===== config.mk =====
export PLATFORM = sky130hd
export DESIGN_NAME = contiguous_fit_allocator
export DESIGN_NICKNAME = d
export VERILOG_FILES = /design/src/rtl/cfa_pkg.sv /design/src/rtl/cfa_regs.sv /design/src/rtl/cfa_hole.sv /design/src/rtl/cfa_engine.sv /design/src/rtl/contiguous_fit_allocator.sv
export SDC_FILE = /design/constraint.sdc
export NUM_CORES = 2
export LEC_CHECK = 0
export BUFFER_PORTS_ARGS = -buffer_cell sky130_fd_sc_hd__buf_4
export CAP_MARGIN = 0
export CORE_MARGIN = 10
export CORE_UTILIZATION = 58
export DETAILED_ROUTE_END_ITERATION = 8
export PLACE_DENSITY = 0.72
export SLEW_MARGIN = 15
export SYNTH_ARGS = -nofsm -noshare
export SYNTH_HDL_FRONTEND = slang
export SYNTH_HIERARCHICAL = 1
export SYNTH_SLANG_ARGS = --single-unit

===== constraint.sdc =====
create_clock -name clk -period 6.3 [get_ports clk]
set_input_delay 0.315 -clock clk [delete_from_list [all_inputs] [get_ports clk]]
set_output_delay 0.315 -clock clk [all_outputs]
set_load 0.05 [all_outputs]

===== src/rtl/cfa_pkg.sv =====
package cfa_pkg;

  // Command codes
  localparam logic CMD_ALLOC   = 1'b0;
  localparam logic CMD_RELEASE = 1'b1;

  // Fit policy codes
  localparam logic [1:0] POL_FIRST = 2'd0;
  localparam logic [1:0] POL_BEST  = 2'd1;
  localparam logic [1:0] POL_WORST = 2'd2;

  // Register index (paddr[2])
  localparam logic REG_FIT_POLICY = 1'b0;

  // Width of the request_size field
  localparam int SIZE_BITS = 9;

  typedef enum logic [2:0] {
    ST_CLEAR,
    ST_IDLE,
    ST_SCAN,
    ST_CLOSE,
    ST_DECIDE,
    ST_WRITE,
    ST_REL,
    ST_DONE
  } state_t;

  // Control from the engine to the hole tracker
  typedef struct packed {
    logic clear;    // start of a new search
    logic step;     // one unit's tag is on the read port
    logic is_free;  // that unit is free
    logic close;    // end of table, close any open run
  } hole_ctl_t;

endpackage


===== src/rtl/cfa_regs.sv =====
module cfa_regs
  import cfa_pkg::*;
(
  input  logic        clk,
  input  logic        rst,
  input  logic        psel,
  input  logic        penable,
  input  logic        pwrite,
  input  logic [2:0]  paddr,
  input  logic [31:0] pwdata,
  output logic [31:0] prdata,
  output logic        pready,
  output logic [1:0]  fit_policy
);

  logic wr;

  assign wr     = psel && penable && pwrite;
  assign pready = 1'b1;

  // policy register
  always_ff @(posedge clk) begin
    if (rst) begin
      fit_policy <= POL_FIRST;
    end else if (wr && paddr[2] == REG_FIT_POLICY) begin
      fit_policy <= pwdata[1:0];
    end
  end

  // read back
  assign prdata = (paddr[2] == REG_FIT_POLICY) ? {30'd0, fit_policy} : 32'd0;

endmodule


===== src/rtl/cfa_hole.sv =====
module cfa_hole
  import cfa_pkg::*;
#(
  parameter int UNIT_COUNT = 256
) (
  input  logic                                   clk,
  input  logic                                   rst,
  input  hole_ctl_t                              ctl,
  input  logic [$clog2(UNIT_COUNT)-1:0]          idx,
  input  logic [1:0]                             policy,
  input  logic [((($clog2(UNIT_COUNT+1)) > SIZE_BITS) ?
                 $clog2(UNIT_COUNT+1) : SIZE_BITS)-1:0] size,
  output logic                                   found,
  output logic [$clog2(UNIT_COUNT)-1:0]          best_pos
);

  localparam int UW = $clog2(UNIT_COUNT);
  localparam int LW = $clog2(UNIT_COUNT + 1);
  localparam int CW = (LW > SIZE_BITS) ? LW : SIZE_BITS;

  logic [UW-1:0] run_start;
  logic [LW-1:0] run_len;
  logic [LW-1:0] best_len;
  logic          have;
  logic          grow;
  logic          eval;
  logic          fits;
  logic          take;

  assign grow = ctl.step && ctl.is_free;
  assign eval = (run_len != '0) && ((ctl.step && !ctl.is_free) || ctl.close);
  assign fits = CW'(run_len) >= size;

  // does the run that just ended beat the current pick
  always_comb begin
    case (policy)
      POL_FIRST: take = fits && !have;
      POL_BEST:  take = fits && (!have || run_len < best_len);
      POL_WORST: take = !have || run_len > best_len;
      default:   take = 1'b0;
    endcase
  end

  // run length and pick flag
  always_ff @(posedge clk) begin
    if (rst) begin
      run_len <= '0;
      have    <= 1'b0;
    end else if (ctl.clear) begin
      run_len <= '0;
      have    <= 1'b0;
    end else if (grow) begin
      run_len <= run_len + LW'(1);
    end else if (eval) begin
      run_len <= '0;
      if (take) begin
        have <= 1'b1;
      end
    end
  end

  // run start and picked hole
  always_ff @(posedge clk) begin
    if (grow && run_len == '0) begin
      run_start <= idx;
    end
    if (!ctl.clear && !grow && eval && take) begin
      best_pos <= run_start;
      best_len <= run_len;
    end
  end

  assign found = have && (CW'(best_len) >= size);

endmodule


===== src/rtl/cfa_engine.sv =====
module cfa_engine
  import cfa_pkg::*;
#(
  parameter int UNIT_COUNT = 256,
  parameter int OWNER_BITS = 8
) (
  input  logic       clk,
  input  logic       rst,
  input  logic [1:0] fit_policy,
  input  logic       in_valid,
  output logic       in_stall,
  input  logic       command,
  input  logic [7:0] owner_id,
  input  logic [8:0] request_size,
  output logic       out_valid,
  input  logic       out_stall,
  output logic       success,
  output logic [7:0] start_unit
);

  localparam int UW = $clog2(UNIT_COUNT);
  localparam int LW = $clog2(UNIT_COUNT + 1);
  localparam int CW = (LW > SIZE_BITS) ? LW : SIZE_BITS;

  typedef logic [OWNER_BITS-1:0] owner_t;

  state_t          state, state_next;
  logic [LW-1:0]   cnt, cnt_next;
  owner_t          own, own_in;
  logic [CW-1:0]   size, size_in;
  logic            alloc_ok;
  logic            accept;
  logic            res_success, res_success_next;
  logic [7:0]      res_start, res_start_next;
  logic            load_out;

  // owner table memory
  owner_t          mem [UNIT_COUNT];
  logic            rd_en;
  logic            rd_valid;
  logic [UW-1:0]   rd_idx;
  owner_t          rd_data;
  logic            last;
  logic            we;
  logic [UW-1:0]   waddr;
  owner_t          wdata;

  hole_ctl_t       hctl;
  logic            found;
  logic [UW-1:0]   best_pos;

  cfa_hole #(
    .UNIT_COUNT(UNIT_COUNT)
  ) u_hole (
    .clk      (clk),
    .rst      (rst),
    .ctl      (hctl),
    .idx      (rd_idx),
    .policy   (fit_policy),
    .size     (size),
    .found    (found),
    .best_pos (best_pos)
  );

  assign own_in   = owner_t'(owner_id);
  assign size_in  = CW'(request_size);
  assign alloc_ok = (own_in != '0) && (size_in != '0) &&
                    (size_in <= CW'(UNIT_COUNT)) &&
                    (fit_policy == POL_FIRST || fit_policy == POL_BEST ||
                     fit_policy == POL_WORST);
  assign accept   = in_valid && !in_stall;
  assign last     = rd_valid && (rd_idx == UW'(UNIT_COUNT - 1));

  always_ff @(posedge clk) begin
    if (we) begin
      mem[waddr] <= wdata;
    end
    if (rd_en) begin
      rd_data <= mem[cnt[UW-1:0]];
    end
    rd_idx <= cnt[UW-1:0];
  end

  // next state and datapath controls
  always_comb begin
    state_next       = state;
    cnt_next         = cnt;
    in_stall         = 1'b1;
    rd_en            = 1'b0;
    we               = 1'b0;
    waddr            = cnt[UW-1:0];
    wdata            = '0;
    hctl             = '0;
    load_out         = 1'b0;
    res_success_next = res_success;
    res_start_next   = res_start;
    unique case (state)
      ST_CLEAR: begin
        we       = 1'b1;
        cnt_next = cnt + LW'(1);
        if (cnt == LW'(UNIT_COUNT - 1)) begin
          cnt_next   = '0;
          state_next = ST_IDLE;
        end
      end
      ST_IDLE: begin
        in_stall = 1'b0;
        cnt_next = '0;
        if (in_valid) begin
          if (command == CMD_RELEASE) begin
            res_success_next = 1'b1;
            res_start_next   = 8'd0;
            state_next       = (own_in != '0) ? ST_REL : ST_DONE;
          end else if (alloc_ok) begin
            hctl.clear = 1'b1;
            state_next = ST_SCAN;
          end else begin
            res_success_next = 1'b0;
            res_start_next   = 8'd0;
            state_next       = ST_DONE;
          end
        end
      end
      ST_SCAN: begin
        rd_en = (cnt != LW'(UNIT_COUNT));
        if (rd_en) begin
          cnt_next = cnt + LW'(1);
        end
        hctl.step    = rd_valid;
        hctl.is_free = (rd_data == '0);
        if (last) begin
          state_next = ST_CLOSE;
        end
      end
      ST_CLOSE: begin
        hctl.close = 1'b1;
        state_next = ST_DECIDE;
      end
      ST_DECIDE: begin
        cnt_next = '0;
        if (found) begin
          res_success_next = 1'b1;
          res_start_next   = 8'(best_pos);
          state_next       = ST_WRITE;
        end else begin
          res_success_next = 1'b0;
          res_start_next   = 8'd0;
          state_next       = ST_DONE;
        end
      end
      ST_WRITE: begin
        we       = 1'b1;
        waddr    = best_pos + cnt[UW-1:0];
        wdata    = own;
        cnt_next = cnt + LW'(1);
        if (CW'(cnt) == size - CW'(1)) begin
          state_next = ST_DONE;
        end
      end
      ST_REL: begin
        rd_en = (cnt != LW'(UNIT_COUNT));
        if (rd_en) begin
          cnt_next = cnt + LW'(1);
        end
        // read-modify-write one entry behind the read address
        we    = rd_valid && (rd_data == own);
        waddr = rd_idx;
        if (last) begin
          state_next = ST_DONE;
        end
      end
      ST_DONE: begin
        if (!out_valid || !out_stall) begin
          load_out   = 1'b1;
          state_next = ST_IDLE;
        end
      end
      default: begin
        state_next = ST_IDLE;
      end
    endcase
  end

  // control registers
  always_ff @(posedge clk) begin
    if (rst) begin
      state     <= ST_CLEAR;
      cnt       <= '0;
      rd_valid  <= 1'b0;
      out_valid <= 1'b0;
    end else begin
      state    <= state_next;
      cnt      <= cnt_next;
      rd_valid <= rd_en;
      if (load_out) begin
        out_valid <= 1'b1;
      end else if (!out_stall) begin
        out_valid <= 1'b0;
      end
    end
  end

  // item and result payload
  always_ff @(posedge clk) begin
    if (accept) begin
      own  <= own_in;
      size <= size_in;
    end
    res_success <= res_success_next;
    res_start   <= res_start_next;
    if (load_out) begin
      success    <= res_success;
      start_unit <= res_start;
    end
  end

endmodule


===== src/rtl/contiguous_fit_allocator.sv =====
// Contiguous fit allocator: one owner tag per unit, 0 meaning free.
// Input channel (in_valid/in_stall) carries command, owner_id, request_size.
// An allocate scans the table for holes under fit_policy and tags the chosen
// run; a release clears every unit of the owner. Each item gives one result
// item (success, start_unit) on out_valid/out_stall.
// The table sits in one single-port-write, single-port-read RAM with a
// registered read; the scan reads one unit a cycle, so the RAM port sets
// the rate. One item at a time: an allocate scans, then writes the run;
// a release makes a read-modify-write sweep; a rejected allocate or a
// release of owner 0 goes straight to its result.
// Reset clears fit_policy and runs a clearing pass over every unit of the
// table, with in_stall high; the APB port takes writes meanwhile.
// The result sits in an output register; while out_stall is high it holds,
// and a following finished item waits in the engine until it is taken.
// fit_policy must be written only while idle; the block does not enforce it.
module contiguous_fit_allocator
  import cfa_pkg::*;
#(
  parameter int UNIT_COUNT = 256,
  parameter int OWNER_BITS = 8
) (
  input  logic        clk,
  input  logic        rst,
  input  logic        psel,
  input  logic        penable,
  input  logic        pwrite,
  input  logic [2:0]  paddr,
  input  logic [31:0] pwdata,
  output logic [31:0] prdata,
  output logic        pready,
  input  logic        in_valid,
  output logic        in_stall,
  input  logic        command,
  input  logic [7:0]  owner_id,
  input  logic [8:0]  request_size,
  output logic        out_valid,
  input  logic        out_stall,
  output logic        success,
  output logic [7:0]  start_unit
);

  logic [1:0] fit_policy;

  cfa_regs u_regs (
    .clk        (clk),
    .rst        (rst),
    .psel       (psel),
    .penable    (penable),
    .pwrite     (pwrite),
    .paddr      (paddr),
    .pwdata     (pwdata),
    .prdata     (prdata),
    .pready     (pready),
    .fit_policy (fit_policy)
  );

  cfa_engine #(
    .UNIT_COUNT (UNIT_COUNT),
    .OWNER_BITS (OWNER_BITS)
  ) u_engine (
    .clk          (clk),
    .rst          (rst),
    .fit_policy   (fit_policy),
    .in_valid     (in_valid),
    .in_stall     (in_stall),
    .command      (command),
    .owner_id     (owner_id),
    .request_size (request_size),
    .out_valid    (out_valid),
    .out_stall    (out_stall),
    .success      (success),
    .start_unit   (start_unit)
  );

endmodule


== After elaboration in Yosys (flattened, before gate mapping) ==
Memories as Yosys holds them, arrays and structs flattened. A register that Yosys moved wholly into a read port is not among the register bits.
Cells that the tools add are included.

* Order comparisons: 5
* Muxes and demuxes: 45
* Eq/ne operators: 23
* Bitwise operators: 2
* Reductions and logical operators: 49
* $add $sub $neg: 4

{| class="wikitable"
|+ Operators by type and width
! kind !! count
|-
| $mux 8 || 5
|-
| $mux 9 || 4
|-
| $pmux 9 s4 || 1
|-
| $pmux 8 s2 || 2
|-
| $mux 3 || 8
|-
| $pmux 3 s8 || 1
|-
| $logic_and 1x1->1 || 19
|-
| $add 9x1->9 const B || 2
|-
| $ge 9x9->1 || 2
|-
| $mux 1 || 18
|-
| $reduce_bool 9->1 || 2
|-
| $ne 2x1->1 const B || 7
|-
| $eq 3x3->1 const B || 4
|-
| $eq 9x8->1 const B || 1
|-
| $eq 9x9->1 || 1
|-
| $gt 9x9->1 || 1
|-
| $le 9x9->1 const B || 1
|-
| $logic_not 9->1 || 1
|-
| $lt 9x9->1 || 1
|-
| $ne 9x9->1 const B || 1
|-
| $sub 9x1->9 const B || 1
|-
| $add 8x8->8 || 1
|-
| $eq 8x8->1 || 1
|-
| $eq 8x8->1 const B || 1
|-
| 22 further kinds || 42
|}

* RAM bits: 2048
* Bits of input ports: 60
* Register bits: 94
* Memories kept: 1
* Word-level logic and storage cells: 146

{| class="wikitable"
|+ Memories
! memory !! words !! width !! rd ports !! clocked after memory_dff !! write ports !! RTL line !! text
|-
| u_engine.mem || 256 || 8 || 1 || 1 || 1 || cfa_engine.sv:38 || <nowiki>owner_t mem [UNIT_COUNT];</nowiki>
|}

== Depth between registers and ports, before layout ==
* Word-level depth: 12
* Gate-level depth with buffers: 16
* Depth with buffers taken out: 10

== Modules after synthesis ==
Netlist, hierarchy kept.

{| class="wikitable"
|+ Modules (own cells, without submodules)
! module !! instances !! cells each !! area an instance (µm²)
|-
| cfa_engine || 1 || 4045 || 83901.7
|-
| cfa_hole || 1 || 179 || 1954.4
|-
| cfa_regs || 1 || 44 || 352.8
|}

== Least setup slack after synthesis ==
No wires, ideal clock.

* Path kind: register -> register
* Start point: register u_engine.state[2]
* End point: memory u_engine/mem[0][0] in the netlist's numbering, data pin
* Period minus slack after synthesis: 5578 ps
* Stages on the path, launching flop included: 6
* Setup time: 873 ps
* Path buffers: 4
* Required time: 5427 ps
* Arrival: 4705 ps
* Setup slack: 722 ps
* Path through: dfxtp_1 -> clkbuf_1 -> buf_1 -> clkbuf_1 -> clkbuf_1 -> and3_1

* Cells in the longest elaborated chain, start to end: 2

{| class="wikitable"
|+ Ends and longest elaborated chain
! element !! RTL line !! text
|-
| start, declared || cfa_engine.sv:27 || <nowiki>state_t state, state_next;</nowiki>
|-
| start signal, assigned || cfa_engine.sv:192 || <nowiki>state <= state_next;</nowiki>
|-
| $eq 3x3->1 || cfa_engine.sv:97 || <nowiki>unique case (state)</nowiki>
|-
| $mux 8 || cfa_engine.sv:97 ||
|-
| via u_engine.wdata[0] || cfa_engine.sv:46 || <nowiki>owner_t wdata;</nowiki>
|-
| end, declared || cfa_engine.sv:38 ||
|}

The timed path passes the listed nets, and every way through them passes these cells.

== Final worst setup path ==
* Start point: register u_engine.state[0]
* End point: memory u_engine/mem[161][0] in the netlist's numbering (enable)

* Cells in the longest elaborated chain, start to end: 5
* Elaborated cells between the ends (all ways): 8

{| class="wikitable"
|+ Ends and longest elaborated chain
! element !! RTL line !! text
|-
| $eq 3x3->1 or $logic_not 3->1 (tied branches) || cfa_engine.sv:97 ||
|-
| $reduce_or 2->1 (no source line) || -- ||
|-
| $pmux 1 s2 || cfa_engine.sv:97 ||
|-
| $mux 1 || cfa_engine.sv:75 || <nowiki>if (we) begin</nowiki>
|-
| $mux 1 (implied by the code) || cfa_engine.sv:76 || <nowiki>mem[waddr] <= wdata;</nowiki>
|}

Parallel ways exist; a longest one is shown, timed or not.

==> results by group <==
Global routing
  • Gr ovfl total: 0
  • Number of global-route vias before repair: ~44k
  • Pin count of the biggest net entering global routing: 257
  • Tot GR Track Use: 26.6%
  • First-pass GRT wire length: 316 mm
  • Antenna violations before repair: 5

Routing
  • Routed via count: 44.9k
  • Total wire length: 218 mm
  • Drt wl/cell: 32.8 µm
  • DRC marker count from the first detailed-route iteration: approximately 6.5k
  • Remaining design rule violation count: 0
  • Detail-routed via count per cell: 6.77
  • Detail Route Antenna Nets: 0
  • Total iterations of the first detailed-routing run: 5

Hold path
  • Worst Hold Endpoint: u_engine/size[0]
  • Worst hold start: request_size[0]
  • Type of the tightest min-delay check: input pin to flop
  • Number of instances on the worst hold path: 2

Critical path
  • FF-to-FF End: u_engine/mem[161][0]
  • Critical path launch point type: flop
  • CP endpoint kind: flop
  • Delay of the slowest cell on the worst path: 0.86 ns
  • Critical-path cell list: nor2b_1 -> nand2_1 -> o31ai_4 -> buf_12 -> o211ai_1 -> buf_4 -> nor3_1 -> buf_4
  • Slowest cell on the critical path: nor2b_1
  • Type of the setup path with the least slack: flop to flop
  • Critical Path Most Common Cell: buf_4
  • Critical Path Fanout Max: 65
  • Required time at the worst-slack endpoint: 6.85 ns
  • Worst path buffer plus inverter count: 3
  • Crit path launch: u_engine/state[0]
  • Reg-to-reg setup timing slack: 1.33 ns
  • CP Data Arrival Time: 5.52 ns
  • Launch point of the worst reg-to-reg path: u_engine/state[0]
  • R2R depth: 8
  • Top cell family by delay on the critical path: simple AND/OR/NAND/NOR gates

Floorplanning
  • Die Footprint: 0.164 mm²
  • Width of the chip: 406 µm
  • Core area: 0.148 mm²
  • I/O pins: about 100
  • Die Ht: slightly above 400 µm
  • Row count: 141
  • Effective utilization at floorplan: 58.4%

STA
  • Measured slew at the worst slew-check pin: ~1.3 ns
  • PnR worst setup slack: ~1.3 ns
  • Number of setup violations in the final report: 0
  • Highest clock rate: 201 MHz
  • Max-slew violation total from the final report: 0
  • Hold violation count in the final report: 0
  • Worst slew margin relative to its limit: 12.0%
  • Setup repair after global routing missed its margin: no
  • Post-route fraction of the period consumed by the critical path: 78.8%
  • Shortest period the worst path allows: 4.97 ns
  • Setup TNS Final: 0 ns
  • Worst clock skew: 0.0663 ns

Finish
  • Nets: 4642
  • Share of cells above drive strength 1: 27.5%
  • Final Core Density: between 60% and 70%
  • Area growth syn-to-layout: 13.0%
  • Antenna fix cells: 0
  • Final-layout fill cell count: 9333

Clock tree
  • CTS-repair resized insts: 0
  • Root buffer cell: clkbuf_16
  • Clock transition at the registers of the reported paths: 0.06 ns
  • Post-CTS repair timing setup buffer count: 0
  • Clock latency on the worst-skew pair: 0.85 ns
  • Total number of H-tree levels: 4
  • TritonCTS Sinks: about 2.2k
  • CTS tree: built
  • Largest buffer count on any clock path: 3
  • Cts bufs inserted: ~210

Synthesis
  • Cell area after synthesis: 0.0862 mm²
  • Simple-gate area share of the yosys netlist: 3.82%
  • Ys Warns: 6
  • Compound-gate portion of the synthesized area: under 10%
  • Combinational family with the most area after synthesis: multiplexers
  • Number of enable-type register cells in the synthesized netlist: around 2.1k
  • Synthesized instance count: 4268
  • Synthesized-area fraction occupied by xor and xnor cells: 0.376%
  • Number of different library cells in the post-synthesis netlist: 80
  • Post-Synth Adder-Cell Area: 0.618%
  • Avg Cell Area, Syn: 20.2 µm²
  • Top FF cell, synth: edfxtp_1
  • Post-synthesis register bit count: between 2k and 2.5k
  • Mux contribution to synthesized area: 15.7%
  • Fraction of synthesis flops using an asynchronous set or reset pin: 0%
  • Sequential area share after synthesis: 74.5%

Power
  • Leak Pwr: 28.9 nW
  • Power density relative to cell area: 368 mW/mm²
  • Max rail drop VDD: 307 µV

Placement
  • Post-detailed-placement half-perimeter wirelength: 129 mm
  • Number of port buffers: 40
  • Final estimated routing congestion in global placement: 0.896
  • Worst slack after detailed placement: 1.49 ns

Run status
  • Result of the run: finished clean

Run
  • # Max-Cap Violations: 0
## layout make-up
cell class              instances  area, µm²  area share (%)
repair buffers                351       2970            3.05
flip-flops and latches       2150      64200            66.0
inverters                      39        149           0.153
well taps                    1930       2410            2.48
clock buffers                 254       5460            5.61
clock inverters               121       1030            1.06
multi-input cells            1792      21100            21.7
## report_power, final
| group | switching (W) | internal [W] | total (W) | leakage [nW] |
|---|---|---|---|---|
| logic | 0.00456 | 0.00314 | 0.00770 | 7.39 |
| clock network | 0.00522 | 0.00668 | 0.0119 | 3.15 |
| registers | 0.000226 | 0.0160 | 0.0162 | 18.3 |
| total | 0.0100 | 0.0258 | 0.0358 | 28.9 |
## stage by stage
step / hold WS, ns / cells / area, µm² / power [W]
floorplan: 0.329 / 4297 / 86300 / 0.0218
global placement: 0.375 / 6233 / 90400 / 0.0240
detailed placement: 0.375 / 6234 / 90500 / 0.0241
CTS: 0.160 / 6636 / 97200 / 0.0359
global route: 0.202 / 6637 / 97400 / 0.0369
finish: 0.217 / 6637 / 97400 / 0.0358
## kinds of logic after synthesis
family,Yosys count
AOI/OAI and AO/OA,335
xor gates and xnor gates,37
adders and majority gates,42
buffers and inverters,355
DFF,2150
muxes,715
other,2
and+or+nand+nor,632
## flip-flops by register name (all words and copies together), names as in the netlist, 2 cells and up
name / cells
u_engine/mem: 2048
u_regs/fit_policy: 2
u_engine/cnt: 9
u_engine/u_hole/run_len: 9
u_engine/u_hole/best_pos: 8
u_engine/rd_idx: 8
u_engine/size: 9
u_engine/res_start: 8
u_engine/start_unit: 8
u_engine/u_hole/best_len: 9
u_engine/own: 8
u_engine/u_hole/run_start: 8
u_engine/state: 3
u_engine/rd_data: 8
## worst reg2reg max path: stages, from the launching register on
cell and delay, ns:
dfxtp_1 0.82, nor2b_1 0.87, nand2_1 0.47, o31ai_4 0.38
buf_12 0.47, o211ai_1 0.23, buf_4 0.40, nor3_1 0.78
buf_4 0.27
## synthesized netlist by cell type, types with 16 or more instances
| cell type | count | area share, % |
|---|---|---|
| edfxtp_1 | 2116 | 74 |
| o22ai_1 | 35 | 0.25 |
| buf_6 | 34 | 0.44 |
| a21oi_1 | 63 | 0.37 |
| o21ai_0 | 30 | 0.17 |
| nor3_1 | 146 | 0.85 |
| nand2_1 | 118 | 0.51 |
| ha_1 | 41 | 0.60 |
| clkbuf_1 | 142 | 0.62 |
| buf_4 | 54 | 0.47 |
| nand2b_1 | 22 | 0.16 |
| a211oi_1 | 23 | 0.20 |
| mux4_2 | 510 | 13 |
| o21ai_1 | 16 | 0.093 |
| xnor2_1 | 23 | 0.23 |
| buf_1 | 17 | 0.074 |
| nor2_1 | 66 | 0.29 |
| nor2b_1 | 20 | 0.15 |
| a22oi_1 | 39 | 0.34 |
| o211ai_1 | 16 | 0.14 |
| mux2i_1 | 193 | 2.2 |
| nand3_1 | 39 | 0.23 |
| inv_1 | 36 | 0.16 |
| nor4_1 | 138 | 1.0 |
| nand4_1 | 21 | 0.15 |
| dfxtp_1 | 34 | 0.79 |
| buf_2 | 60 | 0.35 |
| and3_1 | 22 | 0.16 |
## routing by layer
layer	part of all wire, %	up-vias	track usage, %
met5	0.0078	-	0
met4	4.3	2	10.9
met3	12	458	7.20
met2	47	2838	40.1
met1	37	23300	37.1
li1	-	18300	-
## how the worst max path moves through the flow
stage                           end  depth (start not counted)
6_report       u_engine/mem[161][0]                          8
5_1_grt        u_engine/mem[161][0]                          8
4_1_cts        u_engine/mem[163][5]                          8
3_5_place_dp   u_engine/mem[163][1]                          8
3_3_place_gp   u_engine/mem[160][2]                          8
2_1_floorplan    u_engine/mem[0][0]                          5
## layout by cell type, fill, tap and decap left out, types with 15 or more instances in the layout
master	n
a211oi_1	23
a21oi_1	63
a22oi_1	39
buf_12	20
buf_4	303
clkbuf_1	41
clkbuf_16	211
clkinv_1	51
clkinv_2	36
conb_1	31
dfxtp_1	27
dlygate4sd3_1	27
edfxtp_1	2116
ha_1	41
inv_1	35
mux2i_1	193
mux4_2	510
nand2_1	117
nand2b_1	22
nand3_1	37
nand4_1	21
nor2_1	64
nor2b_1	16
nor3_1	131
nor3_2	15
nor4_1	26
nor4_2	102
o211ai_1	16
o21ai_0	30
o22ai_1	35
xnor2_1	23
## timing repair
item	in CTS	in global routing
hold buffers	27	0
endpoints found under the setup margin	0	0
endpoints found under the hold margin	31	0
(Power assumes the default switching activity.)
